$ cat src/hdl/shtp_pkg.sv
// Shared types and constants for the symbol hash table probe.
`timescale 1ns / 1ps

package shtp_pkg;

  localparam int unsigned NAME_CHARS_DEF  = 6;
  localparam int unsigned TABLE_SLOTS_DEF = 256;

  localparam int unsigned SYM_NAME_W = 48;
  localparam int unsigned STATUS_W   = 2;
  localparam int unsigned SLOT_IDX_W = 8;
  localparam int unsigned HASH_W     = 16;
  localparam int unsigned RECIP_SH   = 32;

  localparam logic [7:0] CHAR_LOW7 = 8'h7f;

  localparam logic [STATUS_W-1:0] STATUS_FOUND  = 2'd0;
  localparam logic [STATUS_W-1:0] STATUS_ABSENT = 2'd1;
  localparam logic [STATUS_W-1:0] STATUS_FULL   = 2'd2;

  typedef struct packed {
    logic                  req_type;
    logic [SYM_NAME_W-1:0] symbol_name;
  } req_t;

  typedef struct packed {
    logic [STATUS_W-1:0]   status;
    logic [SLOT_IDX_W-1:0] slot_index;
  } rsp_t;

  typedef enum logic [1:0] {
    ST_CLEAR,
    ST_IDLE,
    ST_HOME,
    ST_PROBE
  } state_e;

endpackage

$ cat src/hdl/shtp_home_calc.sv
// Home slot unit: byte-pair hash, then modulo slot count by reciprocal multiply.
`timescale 1ns / 1ps

module shtp_home_calc #(
  parameter int unsigned NAME_CHARS  = shtp_pkg::NAME_CHARS_DEF,
  parameter int unsigned TABLE_SLOTS = shtp_pkg::TABLE_SLOTS_DEF,
  localparam int unsigned NW = NAME_CHARS * 8,
  localparam int unsigned IW = $clog2(TABLE_SLOTS)
) (
  input  logic          clk_i,
  input  logic          rst_ni,
  input  logic          start_i,
  input  logic [NW-1:0] name_i,
  output logic          done_o,
  output logic [IW-1:0] home_o
);

  localparam int unsigned HW    = shtp_pkg::HASH_W;
  localparam int unsigned RW    = IW + 1;
  localparam int unsigned PW    = HW + shtp_pkg::RECIP_SH;
  localparam int unsigned PAIRS = NAME_CHARS / 2;
  // floor(2^32 / N): quotient estimate is at most one short
  localparam logic [31:0] RECIP = 32'((64'd1 << shtp_pkg::RECIP_SH) / TABLE_SLOTS);
  localparam logic [RW-1:0] SLOTS_R = RW'(TABLE_SLOTS);

  logic [2:0]    stg_q, stg_d;
  logic [HW-1:0] sum_q, sum_d;
  logic [HW-1:0] quo_q, quo_d;
  logic [RW-1:0] rem_q, rem_d;
  logic [PW-1:0] prod;
  logic [31:0]   qn;

  // 16-bit wrapping sum of byte pairs, first byte high
  always_comb begin
    sum_d = '0;
    for (int p = 0; p < PAIRS; p++) begin
      sum_d = sum_d + name_i[NW-1-16*p -: 16];
    end
  end

  assign prod  = PW'(sum_q) * PW'(RECIP);
  assign quo_d = prod[PW-1 -: HW];
  assign qn    = 32'(quo_q) * 32'(TABLE_SLOTS);
  assign rem_d = RW'(32'(sum_q) - qn);
  assign stg_d = {stg_q[1:0], start_i};

  always_ff @(posedge clk_i or negedge rst_ni) begin
    if (!rst_ni) begin
      stg_q <= '0;
    end else begin
      stg_q <= stg_d;
    end
  end

  always_ff @(posedge clk_i) begin
    if (start_i) begin
      sum_q <= sum_d;
    end
    quo_q <= quo_d;
    rem_q <= rem_d;
  end

  assign done_o = stg_q[2];
  assign home_o = (rem_q >= SLOTS_R) ? IW'(rem_q - SLOTS_R) : IW'(rem_q);

  a_done_after_start : assert property (
    @(posedge clk_i) disable iff (!rst_ni) start_i |-> ##3 done_o
  ) else $error("home slot not ready three cycles after start");

  a_home_in_range : assert property (
    @(posedge clk_i) disable iff (!rst_ni) done_o |-> (32'(home_o) < 32'(TABLE_SLOTS))
  ) else $error("home slot beyond table");

  a_rem_corrected : assert property (
    @(posedge clk_i) disable iff (!rst_ni) done_o |-> (rem_q < 2 * SLOTS_R)
  ) else $error("remainder needs more than one correction");

endmodule

$ cat config.mk
export PLATFORM = sky130hd
export DESIGN_NAME = shtp_home_calc
export DESIGN_NICKNAME = d
export VERILOG_FILES = /design/src/hdl/shtp_pkg.sv /design/src/hdl/shtp_home_calc.sv
export SDC_FILE = /design/constraint.sdc
export NUM_CORES = 1
export LEC_CHECK = 0
export BUFFER_PORTS_ARGS = -buffer_cell sky130_fd_sc_hd__buf_2
export CAP_MARGIN = 20
export CORE_MARGIN = 2
export CORE_UTILIZATION = 44
export DETAILED_ROUTE_END_ITERATION = 10
export PLACE_DENSITY = 0.85
export SYNTH_ARGS = -nofsm -noshare
export SYNTH_HDL_FRONTEND = slang
export SYNTH_SLANG_ARGS = --single-unit
export TNS_END_PERCENT = 5
$ cat constraint.sdc
create_clock -name clk_i -period 1 [get_ports clk_i]
set_clock_uncertainty 0.15 [all_clocks]
set_input_delay 0.1 -clock clk_i [delete_from_list [all_inputs] [get_ports clk_i]]
set_output_delay 0.1 -clock clk_i [all_outputs]
set_load 0.05 [all_outputs]
==> run_results.csv, run 1 <==
group,metric,value,unit
hold_path,min_from,"start_i",
flow_run,max-cap-violations,0,
die,initial_core_util,46.2,%
worst_setup_path,cp.required,0.90,ns
route,finalWirelength,1850,µm
run_status,violations,"setup timing",
sta,worst_slack,-0.930,ns
sta,fmax,518,MHz
worst_setup_path,worst_path_most_repeated_cell,"fa_2",
global_routing,first_global_vias,650,
global_routing,grt_max_degree,11,
die,core_area,1960,µm²
place,portBuffers,35,
synthesis,yosysTopAreaCell,"edfxtp_1",
clock_tree,cts.reportedPaths.clkPinSlew,0.10,ns
sta,min_period_over_period,193,%
synthesis,async_reset_ff_share,15.8,%
synthesis,syn_avg_cell_area,14.0,µm²
route,wl_per_cell,13.0,µm
clock_tree,cts_root_buffer,"clkbuf_4",
clock_tree,clockBufferDepth,2,
sta,worst_pin_slew,0.187,ns
synthesis,synth-edff-count,8,
place,dp_hpwl,1360,µm
synthesis,syn-cell-area,907,µm²
worst_setup_path,cp_slowest_stage_delay,0.59,ns
sta,max_slew_margin,87.4,%
sta,setup_violations,16,
global_routing,overflow,0,
die,fp.dieW,49.4,µm
route,post_drt_via_cell_ratio,4.58,
layout,final_cells,142,
place,dp_slack,-1.28,ns
sta,fin_setup_tns,-4.82,ns
layout,diodes,0,
synthesis,syn_nets,130,
worst_setup_path,setup.worst_path.start_class,"input pin",
worst_setup_path,crit_chain,"buf_8 -> fa_2 -> ha_4 -> inv_2 -> fa_2 -> nor2b_4 -> o31a_1 -> o22ai_2 -> xnor2_1",
sta,timing.final.crit_period,1.93,ns
synthesis,yosysUniqueCellTypes,19,
pwr,power_density,1900,nW/µm²
route,drtPass1Iterations,2,
place,gp_congestion,0.667,
hold_path,hold_end,"sum_q[3]",
pwr,peakVddDrop,864,µV
layout,drive_gt1_share,57.4,%
sta,hold_violations,0,
worst_setup_path,critPathMaxFanout,2,
die,rows,16,
run_status,status,"complete, but fails checks",
layout,fin_nets,181,
synthesis,yosysSeqAreaShare,52.4,%
sta,slew_viol_final,0,
clock_tree,clock_sinks,19,
synthesis,ys_top_cells_by_count,"inv_1 (10), dfxtp_1 (8), edfxtp_1 (8), fa_1 (8)",
route,ant_nets,0,
die,pin_count,60,
worst_setup_path,arrival,1.83,ns
synthesis,syn_inst,65,
die,die_h,49.4,µm
worst_setup_path,r2r_slack,0.32,ns
worst_setup_path,cp-end-kind,"flip-flop",
route,vias,651,
synthesis,ys_seq_elements,19,
worst_setup_path,crit_type,"in2reg",
route,drc,0,
pwr,leakagePower,0.619,nW
layout,syn_to_final_growth,50.2,%
worst_setup_path,cpMaxStageDelayCell,"fa_2",
worst_setup_path,timing.rr.start,"sum_q[0]",
synthesis,synth_top_flop_cell,"edfxtp_1",
clock_tree,htree_levels,1,
synthesis,synth.most_common_cell,"inv_1",
hold_path,hold_depth,1,
clock_tree,numCtsBuffers,3,
clock_tree,worstSkewPairLatency,0.29,ns
place,dp.cells,133,
die,dieArea,2440,µm²
worst_setup_path,r2r-end,"rem_q[0]",
global_routing,antenna_found_initial,0,
sta,rsz0062_at_grt,"true",
synthesis,yosys.area.top_type_share,26.5,%
hold_path,hold_class,"in2reg",
layout,post-route-util,69.5,%
synthesis,netlist_top_cells_area,"edfxtp_1 (26%), dfxtp_1 (18%), fa_1 (18%)",
clock_tree,cts_tree,"built",
synthesis,yosysWarnings,0,
global_routing,grt_pass1_wl,2660,µm
worst_setup_path,rr_worst_depth,0,
global_routing,track_usage,14.9,%
route,drt-initial-drc-count,8,
-- metal layers --
metal | routed length (µm) | track usage (%) | vias up | share of wire, %
met5 | 0 | 0 | - | 0
met4 | 21 | 6.94 | 0 | 1.1
met3 | 107 | 2.15 | 4 | 5.8
met2 | 1110 | 31.1 | 31 | 60
met1 | 607 | 13.6 | 302 | 33
li1 | - | - | 314 | -
-- state kept, by name, summed over array words and instances (netlist names) --
register / count
sum_q: 8
rem_q: 8
stg_q: 3
-- layout make-up --
type	instances	area (µm²)
Clock buffer	4	26.3
Fill cell	145	599
Inverter	10	37.5
Multi-Input combinational cell	36	432
Sequential cell	19	485
Tap cell	27	33.8
Timing Repair Buffer	46	348
-- worst max-delay path by stage --
stage | startpoint | end
finish | name_i[1] | sum_q[7]
global route | name_i[1] | sum_q[7]
CTS | name_i[33] | sum_q[7]
detailed placement | name_i[1] | sum_q[7]
global placement | name_i[1] | sum_q[7]
floorplan | name_i[1] | sum_q[7]
-- kinds of logic after synthesis --
logic type                 count (synthesis)  synth area share (%)
DFF                                       19                  52.4
adders and majority gates                 14                  25.9
buffers and inverters                     10                  4.14
AOI/OAI and AO/OA                          8                  6.21
xor gates and xnor gates                   7                  6.76
and+or+nand+nor                            7                  4.55
-- where the power goes --
group / total (W) / leakage (nW) / switching, W / internal [W]
Combinational: 0.00113 / 0.423 / 0.000593 / 0.000538
Clock: 0.000370 / 0.0150 / 0.000215 / 0.000155
Sequential: 0.00109 / 0.181 / 0.0000658 / 0.00103
-- worst max-delay path, delay by kind of cell --
family | cells | cell delay, ns
buffers and inverters | 2 | 0.13
adders and majority gates | 3 | 1.09
xor gates and xnor gates | 1 | 0.12
AOI/OAI and AO/OA | 2 | 0.25
and+or+nand+nor | 1 | 0.12
-- through the flow --
stage | hold slack [ns] | total power, W | area [µm²]
floorplan | -0.346 | 0.00169 | 910
global placement | -0.255 | 0.00193 | 1160
detailed placement | -0.249 | 0.00197 | 1160
CTS | 0.00504 | 0.00254 | 1340
global route | -0.00434 | 0.00274 | 1360
finish | 0.00778 | 0.00259 | 1360
-- placed cells by master (no fill, tap or decap), drive strengths merged --
cell type    netlist  routed
o21ai              1       1
a21oi              3       3
fa                 8       8
dfrtp              3       3
nand2              2       2
inv               10      10
edfxtp             8       8
clkbuf             0       4
o21a               1       1
o211ai             1       1
nor2               2       2
o31a               1       1
o22ai              1       1
or2                1       1
dlygate4sd3        0       2
dfxtp              8       8
nor2b              2       2
buf                0      44
ha                 6       6
xor2               1       1
xnor2              6       6
-- timing repair --
action | CTS | global route
resized for setup | 34 | 8
endpoints found under the hold margin | 4 | 0
endpoints found under the setup margin | 16 | 19
buffers inserted | 1 | 1
hold buffers | 3 | 0
pin swaps | 8 | 6
Note: power is estimated with default switching activity, not from simulation.
==> run 2: changes to the inputs <==
--- a/config.mk
+++ b/config.mk
@@ -5,10 +5,10 @@
 export SDC_FILE = /design/constraint.sdc
 export NUM_CORES = 1
 export LEC_CHECK = 0
+export ABC_AREA = 1
 export BUFFER_PORTS_ARGS = -buffer_cell sky130_fd_sc_hd__buf_2
-export CAP_MARGIN = 20
 export CORE_MARGIN = 2
-export CORE_UTILIZATION = 44
+export CORE_UTILIZATION = 45
 export DETAILED_ROUTE_END_ITERATION = 10
 export PLACE_DENSITY = 0.85
 export SYNTH_ARGS = -nofsm -noshare
==> constraint.sdc (replaced) <==
create_clock -name clk_i -period 1 [get_ports clk_i]
set_clock_uncertainty 0.15 [all_clocks]
set_input_delay 0.1 -clock clk_i [delete_from_list [all_inputs] [get_ports clk_i]]
set_output_delay 0.1 -clock clk_i [all_outputs]
set_load 0.005 [all_outputs]
==> run 2 against run 1 <==
Net effect: the run still ends with setup timing left; flip-flop and latch count stayed put; combinational power down 36%; core utilization shrank 6.6 points; largest cell class unchanged; via count is 23% higher.
==> run_results.csv, run 2 <==
group,metric,value,unit
global_routing,first_global_vias,818,
worst_setup_path,cp-end-kind,"flip-flop",
pwr,switching_share,29.0,%
place,dp_hpwl,1420,µm
die,dieArea,2620,µm²
synthesis,yosysUniqueCellTypes,15,
synthesis,netlist_top_cells_area,"edfxtp_1 (24%), dfxtp_1 (16%), fa_1 (16%)",
route,met2_length,928,µm
sta,worst_pin_slew,0.177,ns
layout,stdcell_area,1350,µm²
layout,drive_gt1_share,39.9,%
place,dp.cells,169,
sta,slew_viol_final,0,
global_routing,track_usage,15.0,%
die,die_h,51.2,µm
synthesis,syn-cell-area,1000,µm²
worst_setup_path,critical-path-top-delay-family,"adder cells",
sta,fmax,582,MHz
run_status,violations,"setup timing",
flow_run,max-cap-violations,0,
sta,rsz0062_at_grt,"true",
synthesis,syn_inst,100,
worst_setup_path,cpMaxStageDelayCell,"fa_1",
layout,final_cells,176,
layout,fin_nets,214,
layout,post-route-util,62.9,%
worst_setup_path,crit_type,"in2reg",
pwr,power.share.clock,17.0,%
layout,layout_common_cells,"buf_2 (33), nand2_1 (23), inv_1 (19), edfxtp_1 (8)",
worst_setup_path,timing.rr.start,"sum_q[1]",
layout,syn_to_final_growth,35.0,%
synthesis,yosys.area.top_type_share,24.0,%
clock_tree,cts.reportedPaths.clkPinSlew,0.10,ns
clock_tree,cts_root_buffer,"clkbuf_4",
synthesis,synth_top_flop_cell,"edfxtp_1",
synthesis,syn_nets,165,
route,top_layer,"met4",
die,fp.dieW,51.2,µm
sta,setup_violations,8,
worst_setup_path,worst_path_most_repeated_cell,"nand2_1",
worst_setup_path,critPathMaxFanout,3,
place,post_dp_cell_area,1260,µm²
route,vias,799,
route,drc,0,
hold_path,hold_class,"in2reg",
synthesis,yosysTopAreaCell,"edfxtp_1",
route,drt-initial-drc-count,7,
synthesis,syn_avg_cell_area,10.0,µm²
synthesis,yosysSeqAreaShare,47.5,%
pwr,leakagePower,0.718,nW
global_routing,grt_max_degree,12,
route,wl_met3,101,µm
worst_setup_path,cp_slowest_stage_delay,0.57,ns
layout,top_regs,"rem_q (8), sum_q (8), stg_q (3)",
place,portBuffers,35,
pwr,switchingPower,0.000617,W
worst_setup_path,r2r-end,"rem_q[1]",
global_routing,antenna_found_initial,0,
worst_setup_path,arrival,1.62,ns
hold_path,hold_end,"sum_q[1]",
sta,worst_slack,-0.719,ns
sta,hold_violations,0,
pwr,power_frac_seq,48.9,%
sta,min_period_over_period,172,%
synthesis,ys_seq_elements,19,
die,pin_count,60,
clock_tree,cts_tree,"built",
sta,max_slew_margin,88.2,%
pwr,internal_power,0.00151,W
sta,timing.final.crit_period,1.72,ns
synthesis,synth-edff-count,8,
worst_setup_path,rr_worst_depth,0,
clock_tree,clockBufferDepth,2,
die,initial_core_util,46.6,%
route,ant_nets,0,
die,core_area,2150,µm²
global_routing,grt_pass1_wl,2960,µm
pwr,peakVddDrop,858,µV
die,rows,17,
synthesis,ys_top_cells_by_count,"inv_1 (23), nand2_1 (23), dfxtp_1 (8), edfxtp_1 (8), fa_1 (8)",
clock_tree,htree_levels,1,
route,wl_per_cell,9.44,µm
layout,final_common_cell,"buf_2",
global_routing,overflow,0,
clock_tree,worstSkewPairLatency,0.28,ns
route,post_drt_via_cell_ratio,4.54,
clock_tree,numCtsBuffers,3,
route,drtPass1Iterations,2,
place,gp_congestion,0.787,
layout,diodes,0,
worst_setup_path,crit_chain,"buf_6 -> fa_1 -> ha_4 -> inv_2 -> fa_2 -> nor3_2 -> nor2_1 -> nand2_1 -> nand2_1",
worst_setup_path,cp.required,0.91,ns
route,wl_met1,619,µm
worst_setup_path,r2r_slack,0.35,ns
pwr,power_density,1570,nW/µm²
hold_path,min_from,"name_i[33]",
clock_tree,clock_sinks,19,
run_status,status,"complete, but fails checks",
synthesis,async_reset_ff_share,15.8,%
hold_path,hold_depth,3,
place,dp_slack,-1.06,ns
pwr,pwr-share-comb,34.2,%
worst_setup_path,critPathBufInv,2,
worst_setup_path,setup.worst_path.start_class,"input pin",
route,finalWirelength,1660,µm
synthesis,yosysWarnings,0,
==> run 2: cell types whose count changed after synthesis, sizes merged, moves of 2 or more <==
cell and delta:
inv +14, nand2 +23, nor2b -2, nor2 +3
xnor2 -3, nand3 +4
==> run 2: power by group through the flow <==
stage	Sequential [W]	Clock (W)	Combinational (W)
floorplan	0.00106	0	0.000389
global placement	0.00104	0	0.000655
detailed placement	0.00106	0	0.000685
CTS	0.00104	0.000383	0.000722
global route	0.00105	0.000417	0.000830
finish	0.00104	0.000361	0.000726
==> run 2: metal layers <==
layer	vias up	track usage [%]
li1	396	-
met1	373	14.0
met2	28	32.0
met3	2	1.75
met4	0	5.41
met5	-	0
==> run 2: final cells by class <==
class	instances	area (µm²)
fill	180	797
inverter	24	90.1
clock buffer	3	22.5
sequential	19	477
tap	28	35.0
clock inverter	1	5.00
multi-input combinational	57	463
timing repair buffer	44	259
==> run 2: cell families after synthesis <==
group / share of synthesized area (%)
flip-flops: 47.5
AO/OA/AOI/OAI: 2.00
buffers and inverters: 9.00
adder cells (fa/ha/maj): 23.5
XOR/XNOR: 2.63
AND/OR/NAND/NOR: 15.4
==> run 2: tightest hold or removal path, cell delays in order <==
cell   delay, ns
buf_6       0.07
fa_1        0.19
ha_4        0.13
==> run 2: per-stage QoR <==
stage | power (W) | hold WS, ns | TNS, ns
final | 0.00213 | 0.155 | -3.80
after global placement | 0.00170 | -0.256 | -6.13
after detailed placement | 0.00175 | -0.250 | -6.36
after CTS | 0.00215 | 0.146 | -3.79
after global routing | 0.00230 | 0.153 | -4.16
after floorplan | 0.00145 | -0.346 | -4.99
==> run 2: worst max-delay path by stage <==
stage	to	slack [ns]	startpoint	cells after the start
global route	sum_q[7]	-0.76	name_i[33]	9
finish	sum_q[7]	-0.72	name_i[33]	9
detailed placement	sum_q[7]	-1.06	name_i[33]	9
floorplan	sum_q[7]	-0.87	name_i[33]	8
global placement	sum_q[7]	-1.00	name_i[33]	9
CTS	sum_q[7]	-0.72	name_i[33]	9
==> run 2: timing repair <==
| item | 4_1_cts | 5_1_grt |
|---|---|---|
| pin swaps | 0 | 1 |
| endpoints found under the hold margin | 6 | 0 |
| hold buffers | 3 | 0 |
| gates resized for setup | 4 | 5 |
| setup endpoints to repair | 8 | 24 |
| buffers inserted | 0 | 0 |
==> run 3: changes to the inputs <==
--- a/config.mk
+++ b/config.mk
@@ -11,6 +11,7 @@
 export CORE_UTILIZATION = 45
 export DETAILED_ROUTE_END_ITERATION = 10
 export PLACE_DENSITY = 0.85
+export SKIP_LAST_GASP = 1
 export SYNTH_ARGS = -nofsm -noshare
 export SYNTH_HDL_FRONTEND = slang
 export SYNTH_SLANG_ARGS = --single-unit
==> run 3 against run 2 <==
Net effect: the flow still finishes with violations (setup timing); total power is 2.1% lower; fmax fell by 1.9%; non-clock buffer count unchanged; via count down 0.75%; largest cell class unchanged; largest power group unchanged; highest routed layer is now met3.
==> run_results.csv, run 3 (synthesis results as in run 2) <==
group,metric,value,unit
sta,timing.final.crit_period,1.75,ns
clock_tree,cts.reportedPaths.clkPinSlew,0.10,ns
clock_tree,cts_resized,0,
worst_setup_path,cp_slowest_stage_delay,0.53,ns
clock_tree,worstSkewPairLatency,0.28,ns
die,pin_count,60,
global_routing,overflow,0,
place,dp.cells,169,
die,dieArea,2620,µm²
sta,setup_violations,16,
layout,fin_nets,214,
sta,worst_pin_slew,0.188,ns
layout,post-route-util,61.6,%
layout,diodes,0,
sta,min_period_over_period,175,%
pwr,switchingPower,0.000591,W
sta,rsz0062_at_grt,"true",
die,core_area,2150,µm²
layout,syn_to_final_growth,32.1,%
pwr,power_density,1570,nW/µm²
place,portBuffers,35,
route,post_drt_via_cell_ratio,4.51,
route,ant_nets,0,
worst_setup_path,critPathMaxFanout,3,
flow_run,max-cap-violations,0,
global_routing,grt_max_degree,12,
worst_setup_path,arrival,1.66,ns
layout,final_common_cell,"buf_2",
global_routing,track_usage,15.0,%
sta,fmax,570,MHz
clock_tree,clock_sinks,19,
global_routing,grt_pass1_wl,2970,µm
hold_path,hold_class,"in2reg",
route,drt-initial-drc-count,7,
worst_setup_path,worst_path_most_repeated_cell,"nand2_1",
clock_tree,htree_levels,1,
global_routing,antenna_found_initial,0,
route,finalWirelength,1600,µm
pwr,power_frac_seq,49.8,%
clock_tree,cts_tree,"built",
pwr,internal_power,0.00149,W
pwr,leakagePower,0.716,nW
clock_tree,clockBufferDepth,2,
worst_setup_path,cp-end-kind,"flip-flop",
sta,hold_violations,0,
worst_setup_path,critPathBufInv,2,
worst_setup_path,setup.worst_path.start_class,"input pin",
worst_setup_path,crit_type,"in2reg",
sta,slew_viol_final,0,
layout,layout_common_cells,"buf_2 (35), nand2_1 (23), inv_1 (21), dfxtp_1 (8), edfxtp_1 (8)",
worst_setup_path,crit_chain,"buf_2 -> fa_1 -> ha_2 -> inv_2 -> fa_2 -> nor3_2 -> nor2_1 -> nand2_1 -> nand2_1",
run_status,status,"complete, but fails checks",
global_routing,first_global_vias,820,
die,rows,17,
layout,drive_gt1_share,36.5,%
worst_setup_path,cpMaxStageDelayCell,"fa_1",
sta,fin_setup_tns,-4.08,ns
run_status,violations,"setup timing",
die,fp.dieW,51.2,µm
place,dp_hpwl,1420,µm
worst_setup_path,cp.required,0.90,ns
pwr,power.share.clock,17.1,%
worst_setup_path,critical-path-top-delay-family,"adder cells",
place,gp_congestion,0.787,
clock_tree,numCtsBuffers,3,
layout,top_regs,"rem_q (8), sum_q (8), stg_q (3)",
sta,worst_slack,-0.753,ns
sta,max_slew_margin,87.4,%
route,vias,793,
pwr,peakVddDrop,844,µV
die,die_h,51.2,µm
pwr,pwr-share-comb,33.1,%
layout,nFillCells,182,
pwr,switching_share,28.4,%
clock_tree,cts_root_buffer,"clkbuf_4",
route,wl_per_cell,9.09,µm
route,drc,0,
route,drtPass1Iterations,3,
layout,final_cells,176,
die,initial_core_util,46.6,%
==> run 3: cell counts in the layout (fill, tap and decap cells not counted) <==
Identical to the previous run, type by type.
==> run 3: power by group through the flow <==
stage                     sequential, W  combinational (W)  clock [W]
after detailed placement        0.00106           0.000685          0
after global routing            0.00105           0.000796   0.000417
after CTS                       0.00104           0.000698   0.000383
final                           0.00104           0.000689   0.000356
after floorplan                 0.00106           0.000389          0
after global placement          0.00104           0.000655          0
==> run 3: layout make-up <==
cell class	instances	area, µm²	area share [%]
clock buffers	3	22.5	1.70
clock inverters	1	5.00	0.378
inverters	24	90.1	6.81
multi-input cells	57	444	33.6
flip-flops and latches	19	475	36.0
well taps	28	35.0	2.65
repair buffers	44	250	18.9
==> run 3: what timing repair did <==
| item | in CTS | in global routing |
|---|---|---|
| hold endpoints to repair | 6 | 0 |
| hold buffers | 3 | 0 |
| setup endpoints to repair | 8 | 24 |
| setup buffers | 0 | 0 |
==> run 3: tightest hold or removal path: stages <==
cell,delay (ns)
buf_2,0.09
fa_1,0.15
ha_2,0.14
==> run 3: final timing paths <==
path	from	slack, ns	cells past startpoint	end
worst max register to register	sum_q[1]	0.36	0	rem_q[1]
min in group asynchronous	rst_ni	0.53	3	stg_q[1]
worst min-delay path	name_i[1]	0.15	3	sum_q[1]
worst max-delay path	name_i[33]	-0.75	9	sum_q[7]
max in group asynchronous	rst_ni	0.03	3	stg_q[0]
worst min register to register	sum_q[0]	0.20	0	rem_q[0]
==> run 3: routing by layer <==
layer  global-route usage, %  share of wire [%]  up-vias
met2                    31.2                 56       28
met4                    5.86                  0        0
met5                       0                  0        -
li1                        -                  -      396
met1                    14.4                 38      369
met3                    1.75                6.2        0
==> run 3: through the flow <==
stage / setup slack, ns / cell area (µm²) / power (W) / hold WS [ns]
after floorplan: -0.868 / 1010 / 0.00145 / -0.346
after global placement: -1.00 / 1260 / 0.00170 / -0.256
after detailed placement: -1.06 / 1260 / 0.00175 / -0.250
after CTS: -0.744 / 1320 / 0.00212 / 0.138
after global routing: -0.798 / 1320 / 0.00226 / 0.145
final: -0.753 / 1320 / 0.00208 / 0.147
